[src/rtl/core/pst_pkg.sv]
// ----------------------------------------------------------------------------
// PID set table package
// Shared widths, operation codes and controller states for the PID set table.
// ----------------------------------------------------------------------------
`timescale 1ns / 1ps
`default_nettype none

package pst_pkg;

   localparam int PID_W               = 13;
   localparam int IDX_W               = 5;
   localparam int OP_W                = 2;
   localparam int CNT_OUT_W           = 6;
   localparam int DEFAULT_MAX_ENTRIES = 32;

   typedef enum logic [OP_W-1:0] {
      OP_LOOKUP = 2'd0,
      OP_ADD    = 2'd1,
      OP_REMOVE = 2'd2,
      OP_READ   = 2'd3
   } op_type;

   typedef enum logic [2:0] {
      ST_IDLE,
      ST_SCAN,
      ST_SHIFT,
      ST_RD_WAIT,
      ST_FINISH
   } state_type;

endpackage

`default_nettype wire

[src/rtl/core/pst_ram.sv]
// ----------------------------------------------------------------------------
// PID set table RAM
// Simple dual-port RAM with one write port and one registered read port.
// ----------------------------------------------------------------------------
`timescale 1ns / 1ps
`default_nettype none

module pst_ram #(
   parameter int WIDTH  = 13,
   parameter int DEPTH  = 32,
   parameter int ADDR_W = (DEPTH > 1) ? $clog2(DEPTH) : 1
) (
   input  wire logic              clock,
   input  wire logic              wr_en,
   input  wire logic [ADDR_W-1:0] wr_addr,
   input  wire logic [WIDTH-1:0]  wr_data,
   input  wire logic [ADDR_W-1:0] rd_addr,
   output logic      [WIDTH-1:0]  rd_data
);

   logic [WIDTH-1:0] mem [DEPTH];
   logic [WIDTH-1:0] rd_data_ff;

   always_ff @(posedge clock) begin
      if (wr_en) begin
         mem[wr_addr] <= wr_data;
      end
      rd_data_ff <= mem[rd_addr];
   end

   assign rd_data = rd_data_ff;

endmodule

`default_nettype wire

[src/rtl/core/pid_set_table.sv]
// ----------------------------------------------------------------------------
// PID set table
// Ordered set of unique 13-bit PIDs held in a RAM, with lookup, add, remove
// and indexed read operations.
// ----------------------------------------------------------------------------
// One operation is taken at a time: start is accepted while busy is low, and
// busy stays high until the result beat has been issued. Every operation
// first scans the stored entries through the single RAM read port, one entry
// a cycle. A remove that hits stops its scan at the match and then moves
// every later entry down one place, again one entry a cycle, so the scan
// and the shift together cover all N stored PIDs. The result beat is shown
// for exactly one cycle on rsp_valid; the receiver cannot stall it. No
// clearing pass is needed after reset.
// ----------------------------------------------------------------------------
`timescale 1ns / 1ps
`default_nettype none

module pid_set_table #(
   parameter int MAX_ENTRIES = pst_pkg::DEFAULT_MAX_ENTRIES
) (
   input  wire logic                          clock,
   input  wire logic                          reset,
   input  wire logic                          start,
   output logic                               busy,
   input  wire logic [pst_pkg::OP_W-1:0]      req_opcode,
   input  wire logic [pst_pkg::PID_W-1:0]     req_pid,
   input  wire logic [pst_pkg::IDX_W-1:0]     req_entry_index,
   output logic                               rsp_valid,
   output logic                               rsp_was_present,
   output logic                               rsp_rejected_full,
   output logic [pst_pkg::CNT_OUT_W-1:0]      rsp_entry_count,
   output logic [pst_pkg::PID_W-1:0]          rsp_read_value,
   output logic                               rsp_read_valid
);

   localparam int AW    = (MAX_ENTRIES > 1) ? $clog2(MAX_ENTRIES) : 1;
   localparam int CNT_W = $clog2(MAX_ENTRIES + 1);
   localparam int CMP_W = CNT_W + pst_pkg::IDX_W;

   pst_pkg::state_type state_ff, state_in;
   pst_pkg::op_type    op_ff, op_in;

   logic [pst_pkg::PID_W-1:0]     pid_ff, pid_in;
   logic [pst_pkg::IDX_W-1:0]     idx_ff, idx_in;
   logic [CNT_W-1:0]              count_ff, count_in;
   logic [CNT_W-1:0]              rd_ptr_ff, rd_ptr_in;
   logic [CNT_W-1:0]              pend_ptr_ff, pend_ptr_in;
   logic                          pend_ff, pend_in;
   logic                          found_ff, found_in;

   logic                          rsp_valid_ff, rsp_valid_in;
   logic                          rsp_was_present_ff, rsp_was_present_in;
   logic                          rsp_rejected_full_ff, rsp_rejected_full_in;
   logic [pst_pkg::CNT_OUT_W-1:0] rsp_entry_count_ff, rsp_entry_count_in;
   logic [pst_pkg::PID_W-1:0]     rsp_read_value_ff, rsp_read_value_in;
   logic                          rsp_read_valid_ff, rsp_read_valid_in;

   logic                          ram_wr_en;
   logic [AW-1:0]                 ram_wr_addr;
   logic [pst_pkg::PID_W-1:0]     ram_wr_data;
   logic [AW-1:0]                 ram_rd_addr;
   logic [pst_pkg::PID_W-1:0]     ram_rd_data;

   logic                          accept;
   logic                          issue;
   logic                          hit;
   logic                          scan_done;
   logic                          shift_done;
   logic                          full;
   logic                          read_ok;
   logic [CMP_W-1:0]              idx_ext;
   logic [CMP_W-1:0]              count_ext;
   logic [CNT_W+pst_pkg::CNT_OUT_W-1:0] count_out_ext;

   pst_ram #(
      .WIDTH  (pst_pkg::PID_W),
      .DEPTH  (MAX_ENTRIES),
      .ADDR_W (AW)
   ) u_ram (
      .clock   (clock),
      .wr_en   (ram_wr_en),
      .wr_addr (ram_wr_addr),
      .wr_data (ram_wr_data),
      .rd_addr (ram_rd_addr),
      .rd_data (ram_rd_data)
   );

   assign busy       = (state_ff != pst_pkg::ST_IDLE);
   assign accept     = start && !busy;
   assign issue      = (rd_ptr_ff < count_ff);
   assign hit        = pend_ff && (ram_rd_data == pid_ff);
   assign scan_done  = hit || (!issue && !pend_ff);
   assign shift_done = !issue && !pend_ff;
   assign full       = (count_ff == CNT_W'(MAX_ENTRIES));
   assign idx_ext    = {{CNT_W{1'b0}}, idx_ff};
   assign count_ext  = {{pst_pkg::IDX_W{1'b0}}, count_ff};
   assign read_ok    = (idx_ext < count_ext);
   assign count_out_ext = {{pst_pkg::CNT_OUT_W{1'b0}}, count_in};

   always_comb begin
      state_in = state_ff;
      unique case (state_ff)
         pst_pkg::ST_IDLE: begin
            if (accept) begin
               state_in = pst_pkg::ST_SCAN;
            end
         end
         pst_pkg::ST_SCAN: begin
            if (scan_done) begin
               if (op_ff == pst_pkg::OP_REMOVE && hit) begin
                  state_in = pst_pkg::ST_SHIFT;
               end else if (op_ff == pst_pkg::OP_READ) begin
                  state_in = pst_pkg::ST_RD_WAIT;
               end else begin
                  state_in = pst_pkg::ST_FINISH;
               end
            end
         end
         pst_pkg::ST_SHIFT: begin
            if (shift_done) begin
               state_in = pst_pkg::ST_FINISH;
            end
         end
         pst_pkg::ST_RD_WAIT: begin
            state_in = pst_pkg::ST_FINISH;
         end
         pst_pkg::ST_FINISH: begin
            state_in = pst_pkg::ST_IDLE;
         end
         default: begin
            state_in = pst_pkg::ST_IDLE;
         end
      endcase
   end

   always_comb begin
      op_in       = op_ff;
      pid_in      = pid_ff;
      idx_in      = idx_ff;
      count_in    = count_ff;
      rd_ptr_in   = rd_ptr_ff;
      pend_ptr_in = pend_ptr_ff;
      pend_in     = 1'b0;
      found_in    = found_ff;
      ram_wr_en   = 1'b0;
      ram_wr_addr = pend_ptr_ff[AW-1:0];
      ram_wr_data = ram_rd_data;
      ram_rd_addr = rd_ptr_ff[AW-1:0];

      rsp_valid_in         = 1'b0;
      rsp_was_present_in   = rsp_was_present_ff;
      rsp_rejected_full_in = rsp_rejected_full_ff;
      rsp_entry_count_in   = rsp_entry_count_ff;
      rsp_read_value_in    = rsp_read_value_ff;
      rsp_read_valid_in    = rsp_read_valid_ff;

      unique case (state_ff)
         pst_pkg::ST_IDLE: begin
            if (accept) begin
               op_in     = pst_pkg::op_type'(req_opcode);
               pid_in    = req_pid;
               idx_in    = req_entry_index;
               rd_ptr_in = '0;
               found_in  = 1'b0;
            end
         end
         pst_pkg::ST_SCAN: begin
            if (issue) begin
               rd_ptr_in = rd_ptr_ff + 1'b1;
            end
            pend_in     = issue;
            pend_ptr_in = rd_ptr_ff;
            if (scan_done) begin
               found_in    = hit;
               pend_in     = 1'b0;
               pend_ptr_in = pend_ptr_ff;
               rd_ptr_in   = pend_ptr_ff + 1'b1;
            end
         end
         pst_pkg::ST_SHIFT: begin
            if (issue) begin
               rd_ptr_in = rd_ptr_ff + 1'b1;
            end
            pend_in     = issue;
            pend_ptr_in = rd_ptr_ff;
            if (pend_ff) begin
               ram_wr_en   = 1'b1;
               ram_wr_addr = AW'(pend_ptr_ff - 1'b1);
               ram_wr_data = ram_rd_data;
            end
         end
         pst_pkg::ST_RD_WAIT: begin
            ram_rd_addr = idx_ext[AW-1:0];
         end
         pst_pkg::ST_FINISH: begin
            rsp_valid_in         = 1'b1;
            rsp_was_present_in   = found_ff;
            rsp_rejected_full_in = 1'b0;
            rsp_read_value_in    = '0;
            rsp_read_valid_in    = 1'b0;
            case (op_ff)
               pst_pkg::OP_ADD: begin
                  if (!found_ff) begin
                     if (full) begin
                        rsp_rejected_full_in = 1'b1;
                     end else begin
                        ram_wr_en   = 1'b1;
                        ram_wr_addr = count_ff[AW-1:0];
                        ram_wr_data = pid_ff;
                        count_in    = count_ff + 1'b1;
                     end
                  end
               end
               pst_pkg::OP_REMOVE: begin
                  if (found_ff) begin
                     count_in = count_ff - 1'b1;
                  end
               end
               pst_pkg::OP_READ: begin
                  if (read_ok) begin
                     rsp_read_value_in = ram_rd_data;
                     rsp_read_valid_in = 1'b1;
                  end
               end
               default: begin
               end
            endcase
            rsp_entry_count_in = count_out_ext[pst_pkg::CNT_OUT_W-1:0];
         end
         default: begin
         end
      endcase
   end

   always_ff @(posedge clock) begin
      if (reset) begin
         state_ff     <= pst_pkg::ST_IDLE;
         count_ff     <= '0;
         pend_ff      <= 1'b0;
         rsp_valid_ff <= 1'b0;
      end else begin
         state_ff     <= state_in;
         count_ff     <= count_in;
         pend_ff      <= pend_in;
         rsp_valid_ff <= rsp_valid_in;
      end
   end

   always_ff @(posedge clock) begin
      op_ff                <= op_in;
      pid_ff               <= pid_in;
      idx_ff               <= idx_in;
      rd_ptr_ff            <= rd_ptr_in;
      pend_ptr_ff          <= pend_ptr_in;
      found_ff             <= found_in;
      rsp_was_present_ff   <= rsp_was_present_in;
      rsp_rejected_full_ff <= rsp_rejected_full_in;
      rsp_entry_count_ff   <= rsp_entry_count_in;
      rsp_read_value_ff    <= rsp_read_value_in;
      rsp_read_valid_ff    <= rsp_read_valid_in;
   end

   assign rsp_valid         = rsp_valid_ff;
   assign rsp_was_present   = rsp_was_present_ff;
   assign rsp_rejected_full = rsp_rejected_full_ff;
   assign rsp_entry_count   = rsp_entry_count_ff;
   assign rsp_read_value    = rsp_read_value_ff;
   assign rsp_read_valid    = rsp_read_valid_ff;

endmodule

`default_nettype wire

[config.mk]
export PLATFORM = sky130hd
export DESIGN_NAME = pid_set_table
export DESIGN_NICKNAME = d
export VERILOG_FILES = /design/src/rtl/core/pst_pkg.sv /design/src/rtl/core/pst_ram.sv /design/src/rtl/core/pid_set_table.sv
export SDC_FILE = /design/constraint.sdc
export NUM_CORES = 1
export LEC_CHECK = 0
export BUFFER_PORTS_ARGS = -buffer_cell sky130_fd_sc_hd__clkbuf_2
export CORE_ASPECT_RATIO = 0.6
export CORE_MARGIN = 1
export CORE_UTILIZATION = 45
export DETAILED_ROUTE_END_ITERATION = 6
export GPL_ROUTABILITY_DRIVEN = 0
export GPL_TIMING_DRIVEN = 0
export PLACE_DENSITY = 0.56
export REMOVE_ABC_BUFFERS = 1
export SLEW_MARGIN = 10
export SYNTH_ARGS = -nofsm -noshare
export SYNTH_HDL_FRONTEND = slang
export SYNTH_SLANG_ARGS = --single-unit
[constraint.sdc]
create_clock -name clock -period 3.9 [get_ports clock]
set_clock_uncertainty 0.1 [all_clocks]
set_input_delay 0.39 -clock clock [delete_from_list [all_inputs] [get_ports clock]]
set_output_delay 0.39 -clock clock [all_outputs]
set_load 0.1 [all_outputs]
==> impl_metrics.csv, run 1 <==
group,metric,value,unit
setup_path,cp.required,4.22,ns
die,die-area,52100,um^2
synth,synthArstFlopShare,0,%
setup_path,crit_start,"state_ff[1]",
power_and_ir_drop,peakVddDrop,0.367,mV
layout,final_util,54.3,%
placed_design,post-dp-hpwl,41.5,mm
global_routing,grt_pass1_vias,14322,
timing,rsz0062_at_grt,"no",
global_routing,antenna_found_initial,3,
timing,period_share,100,%
synth,synth_area_per_cell,13.4,um^2
global_routing,grt_max_degree,62,
synth,seq_area_frac_synth,63.5,%
global_routing,grt_pass1_wl,94.6,mm
layout,stdcell_count,2514,
placed_design,placed_area,24800,um^2
die,design.core.area,50000,um^2
drt,routed_wirelength,64.6,mm
timing,max_freq,256,MHz
setup_path,critPathCapture,"u_ram.rd_data[8]",
layout,finalNetCount,1839,
power_and_ir_drop,power.leakage,9.13,nW
run_status,outcome,"complete, but fails checks",
synth,postSynthCellCount,1722,
global_routing,grt_usage,24.8,%
setup_path,critPathMaxFanout,61,
clocking,cts_buffer_depth,3,
timing,max_slew_margin,9.81,%
layout,syn_to_final_growth,17.7,%
job,cap_violations,0,
synth,ys_ff_latch,495,
clocking,h-tree-depth,2,
layout,layout_common_cells,"edfxtp_1, nand2_1, mux2i_1, a211oi_1, a21oi_1",
setup_path,worst-r2r-cell-count,9,
layout,final_common_cell,"edfxtp_1",
setup_path,worst_setup_path_start_kind,"flip-flop",
clocking,cts_tree,"yes",
timing,fin_crit,3.90,ns
clocking,numCtsBuffers,46,
layout,final_layout_size_suffix_gt1_share,19.3,%
clocking,clkTransAtPathRegs,0.07,ns
drt,ant_nets,0,
placed_design,dp.cells,2385,
setup_path,endpoint_kind,"flip-flop",
timing,drv_slew,0,
synth,yosys_warnings,0,
power_and_ir_drop,p_per_area,650,nW/um^2
synth,synth_ff_type,"edfxtp_1",
clocking,clk_latency,0.58,ns
timing,worst_pin_slew,1.34,ns
die,rows,63,
die,io_pins,47,
drt,route.detailed.drc,0,
timing,finalHoldViolations,0,
setup_path,r2r-end,"u_ram.rd_data[8]",
die,start_util,46.1,%
die,die_h,177,um
clocking,cts_root_buffer,"clkbuf_16",
synth,synth_top_area_share,61.4,%
layout,fin_area,27100,um^2
drt,drt_iter0_drc,1581,
setup_path,r2r_start,"state_ff[1]",
synth,synth_cell_type_count,71,
drt,viasPerCell,6.08,
synth,synthesis.area,23000,um^2
clocking,cts_sinks,495,
setup_path,worstPathArrival,4.22,ns
run_status,violations,"negative setup slack",
synth,synth_edf_count,471,
placed_design,portBuffers,46,
setup_path,crit_type,"flip-flop to flip-flop",
drt,drtPass1Iterations,6,
timing,setup_viol,1,
drt,routed-via-count,15276,
timing,fin_ws,-0.000564,ns
min_path,hold_path.class,"input pin to flip-flop",
global_routing,grt_overflow,0,
synth,synth.largest_area_cell,"edfxtp_1",
synth,netlist_top_cells_area,"edfxtp_1, mux2i_1, nand2_1",
die,die_width,294,um
setup_path,r2r_slack,-0.0006,ns
drt,routedWlPerCell,25.7,um
==> registers in the layout, summed over array words and instances, names as in the netlist, 2 cells and up <==
signal,flops
count_ff,6
idx_ff,5
op_ff,2
pend_ptr_ff,6
pid_ff,13
rd_ptr_ff,6
rsp_entry_count,6
rsp_read_value,13
state_ff,3
u_ram.mem,416
u_ram.rd_data,13
==> where the power goes <==
group | internal (mW) | leakage [nW] | switching [mW] | total [mW]
registers | 6.76 | 4.48 | 0.334 | 7.09
clock network | 2.51 | 0.713 | 1.99 | 4.50
logic | 2.11 | 3.94 | 3.93 | 6.04
==> per-stage QoR <==
stage / power, mW / hold WS, ns / worst slack, ns / setup TNS [ns]
global placement: 12.5 / 0.430 / -7.84 / -569.19
detailed placement: 13.0 / 0.442 / -0.580 / -56.87
floorplan: 10.4 / 0.359 / -2.31 / -37.28
global route: 18.2 / 0.0980 / 0.0131 / 0
CTS: 17.6 / 0.0706 / -0.126 / -11.93
finish: 17.6 / 0.0950 / -0.000564 / -0.000564
==> synth_stat cells (all sizes together) (6+ instances only) <==
master   number
dfxtp        24
nand2       232
nand4        15
o32ai         6
a211oi       84
a2111oi      15
a21oi        74
o22ai        61
a31oi         6
buf          69
clkbuf       49
inv          23
nand3        13
nor2         48
or4          23
mux4         19
or3           7
a311oi       23
ha           19
edfxtp      471
xnor2        20
nor2b        49
o21ai        35
mux2i       170
nor3         23
mux2         70
==> how the worst min path moves through the flow <==
stage,cells after the start,slack (ns),from,end
2_1_floorplan,1,0.36,reset,state_ff[1]
3_3_place_gp,0,0.43,rd_ptr_ff[5],pend_ptr_ff[5]
3_5_place_dp,0,0.44,rd_ptr_ff[5],pend_ptr_ff[5]
4_1_cts,2,0.07,reset,count_ff[2]
5_1_grt,2,0.1,reset,count_ff[2]
6_report,2,0.1,reset,count_ff[2]
==> routing by layer <==
| layer | wire (um) | track usage (%) | vias up | share of wire, % |
|---|---|---|---|---|
| li1 | - | - | 6853 | - |
| met1 | 31200 | 38.7 | 7798 | 48 |
| met2 | 27100 | 36.0 | 532 | 42 |
| met3 | 4960 | 4.12 | 93 | 7.7 |
| met4 | 1370 | 5.34 | 0 | 2.1 |
| met5 | 0 | 0 | - | 0 |
==> what timing repair did <==
item,in CTS,in global routing
pin swaps,5,15
hold buffers,20,0
resized for setup,32,24
endpoints found under the setup margin,304,372
endpoints found under the hold margin,20,0
gates cloned,3,0
buffers inserted,6,17
==> cell families after synthesis <==
kind of cell,count (synthesis),synth area share (%)
buf+inv,141,2.68
flops,495,63.5
mux,259,12.7
xor+xnor,22,0.836
simple gates,442,9.05
compound gates,344,10.2
fa+ha+maj,19,1.03
==> layout make-up <==
class,count,area (um^2)
multi-input cells,1089,8190
flip-flops and latches,495,14600
repair buffers,142,1900
clock buffers,58,1240
clock inverters,24,219
fillers,4102,22900
diodes,1,2.50
inverters,23,86.3
well taps,682,853
==> critical path, cell delays in order (launching register included) <==
cell and delay [ns]:
dfxtp_1 0.65, and3b_4 0.50, buf_12 0.30, buf_16 0.30
mux2i_4 0.20, buf_16 0.22, nand2_2 0.28, o22ai_1 0.18
a2111oi_1 0.80, nand4_1 0.17
Power figures use the tool's default switching activity.
==> run 2, diff against run 1 <==
- ABC_AREA: default -> 1
==> run 2 against run 1 <==
  * The flow now finishes without violations
  * Area after synthesis is 2.6% lower
  * Register-to-register slack better by 0.12 ns
  * Routed wire length shrank 2.4%
  * Cell count grew 20%
  * Sequential power about the same
  * Total power rose by 7.4%
  * Die area fell by 2.6%
  * Worst setup slack better by 0.12 ns
  * First-iteration DRC count up 15%
==> impl_metrics.csv, run 2 <==
group,metric,value,unit
drt,routed-via-count,15806,
clocking,cts_root_buffer,"clkbuf_16",
setup_path,worst_setup_path_start_kind,"flip-flop",
clocking,cts_buffer_depth,3,
placed_design,placed_area,24200,um^2
synth,synth_cell_type_count,40,
placed_design,portBuffers,46,
synth,netlist_top_cells_area,"edfxtp_1, nand3_1, nand2_1",
die,die-area,50800,um^2
die,die_h,175,um
setup_path,worstPathArrival,3.94,ns
layout,fin_area,26300,um^2
layout,final_layout_size_suffix_gt1_share,10.1,%
synth,synth_ff_type,"edfxtp_1",
global_routing,grt_pass1_wl,92.9,mm
synth,synthArstFlopShare,0,%
min_path,hold_depth,3,
layout,finalNetCount,2374,
timing,fin_crit,3.78,ns
drt,drtPass1Iterations,5,
layout,final_common_cell,"nand2_1",
global_routing,antenna_found_initial,1,
clocking,cts_tree,"yes",
clocking,cts_sinks,495,
layout,diodes,0,
layout,stdcell_count,3007,
power_and_ir_drop,p_per_area,721,nW/um^2
drt,routedWlPerCell,21.0,um
min_path,hold_path.class,"input pin to flip-flop",
synth,ys_ff_latch,495,
clocking,clkTransAtPathRegs,0.07,ns
timing,max_freq,265,MHz
job,cap_violations,0,
timing,setup_viol,0,
drt,routed_wirelength,63.0,mm
run_status,outcome,"finished, final reports clean",
synth,yosys_warnings,0,
clocking,clk_latency,0.58,ns
die,io_pins,47,
synth,synthesis.area,22400,um^2
synth,synth_edf_count,471,
layout,largest_reg_flops,416,
clocking,numCtsBuffers,46,
synth,synth_area_per_cell,9.96,um^2
global_routing,grt_pass1_vias,14516,
die,die_width,290,um
timing,finalHoldViolations,0,
synth,synth.largest_area_cell,"edfxtp_1",
setup_path,cp.required,4.06,ns
timing,rsz0062_at_grt,"no",
drt,ant_nets,0,
timing,max_slew_margin,26.8,%
synth,synth_top_area_share,63.0,%
synth,yosys-top-cells-count,"nand2_1, edfxtp_1, inv_1",
setup_path,endpoint_kind,"flip-flop",
global_routing,grt_usage,24.8,%
synth,postSynthCellCount,2253,
drt,route.detailed.drc,0,
placed_design,dp.cells,2881,
layout,layout_common_cells,"nand2_1, edfxtp_1, inv_1, nand3_1, nor2_1",
timing,period_share,96.9,%
layout,largest_register,"u_ram.mem",
global_routing,grt_max_degree,110,
die,start_util,46.3,%
timing,worst_pin_slew,1.10,ns
layout,syn_to_final_growth,17.0,%
synth,yosysMostFrequentCell,"nand2_1",
setup_path,worst-r2r-cell-count,12,
power_and_ir_drop,power.leakage,11.0,nW
drt,drt_iter0_drc,1817,
clocking,h-tree-depth,2,
die,rows,62,
synth,seq_area_frac_synth,65.2,%
setup_path,critPathMaxFanout,10,
global_routing,grt_overflow,0,
drt,viasPerCell,5.26,
power_and_ir_drop,peakVddDrop,0.501,mV
placed_design,post-dp-hpwl,39.2,mm
timing,drv_slew,0,
setup_path,crit_type,"flip-flop to flip-flop",
die,design.core.area,48500,um^2
layout,n_fill_cell,4157,
-- run 2: cell count changes in the layout (fill, tap and decap cells not counted), moves of 62 or more --
cell,change
inv_1,+429
nand2_1,+297
mux2_2,-70
nand3_1,+418
a211oi_1,-81
mux2i_1,-166
a21oi_1,-62
-- run 2: cell families (layout without fill, tap and decap cells) --
kind of cell               Yosys count  after routing  share of synthesized area, %
AOI/OAI and AO/OA                   81             81                          2.07
xor gates and xnor gates             9              9                         0.351
adders and majority gates           19             19                          1.06
buffers and inverters              554            664                          9.69
DFF                                495            495                          65.2
and+or+nand+nor                   1095           1099                          21.7
-- run 2: power breakdown --
part	internal [mW]	total [mW]	switching (mW)
registers	6.82	7.09	0.267
logic	2.13	7.48	5.35
clock network	2.38	4.37	1.99
total	11.3	18.9	7.61
-- run 2: layer usage --
| metal | GRT usage, % | share of wire (%) | wire (um) | vias up |
|---|---|---|---|---|
| li1 | - | - | - | 7535 |
| met1 | 39.1 | 48 | 30100 | 7589 |
| met2 | 34.5 | 41 | 25900 | 611 |
| met3 | 5.83 | 9.6 | 6070 | 69 |
| met4 | 4.52 | 1.4 | 868 | 2 |
| met5 | 0.750 | 0.079 | 50 | - |
-- run 2: critical path, cell delays in order (launching register included) --
cell and delay (ns):
dfxtp_1 0.65, inv_1 0.16, nand2_1 0.36, nor2_4 0.14, inv_2 0.28, nor2_4 0.05, buf_4 0.16, nand2_1 0.05
nand2_1 0.06, nor2_1 0.35, nand3_1 0.44, nor2_2 0.42, buf_8 0.21
-- run 2: stage by stage --
stage / hold slack (ns) / utilization (%) / setup WS (ns) / setup TNS (ns) / power (mW)
floorplan: 0.359 / - / -0.689 / -8.95 / 11.1
CTS: 0.124 / 54.1 / 0.00568 / 0 / 18.9
detailed placement: 0.469 / 49.9 / -1.47 / -439.64 / 14.4
global placement: 0.469 / 47.5 / -4.48 / -1508.90 / 13.9
finish: 0.133 / 54.2 / 0.122 / 0 / 18.9
global route: 0.144 / 54.2 / 0.0315 / 0 / 19.9
-- run 2: cell type report --
type,instances,area (um^2),area share [%]
well taps,640,801,3.05
clock inverters,24,166,0.634
multi-input cells,1208,6160,23.4
clock buffers,59,1240,4.73
repair buffers,125,1560,5.93
inverters,456,1710,6.52
flip-flops and latches,495,14600,55.7
-- run 2: path summary, 6_finish.rpt --
kind | to | slack, ns | from
setup reg to reg | u_ram.mem[10][6] | 0.12 | state_ff[0]
setup / recovery | u_ram.mem[10][6] | 0.12 | state_ff[0]
hold reg to reg | rsp_read_value[11] | 0.52 | u_ram.rd_data[11]
hold / removal | idx_ff[1] | 0.13 | start
-- run 2: repair_timing --
item	CTS	global route
gates cloned	2	2
pin swaps	13	2
setup endpoints to repair	416	13
endpoints found under the hold margin	20	0
hold buffers	20	0
setup buffers	19	0
gates resized for setup	41	2
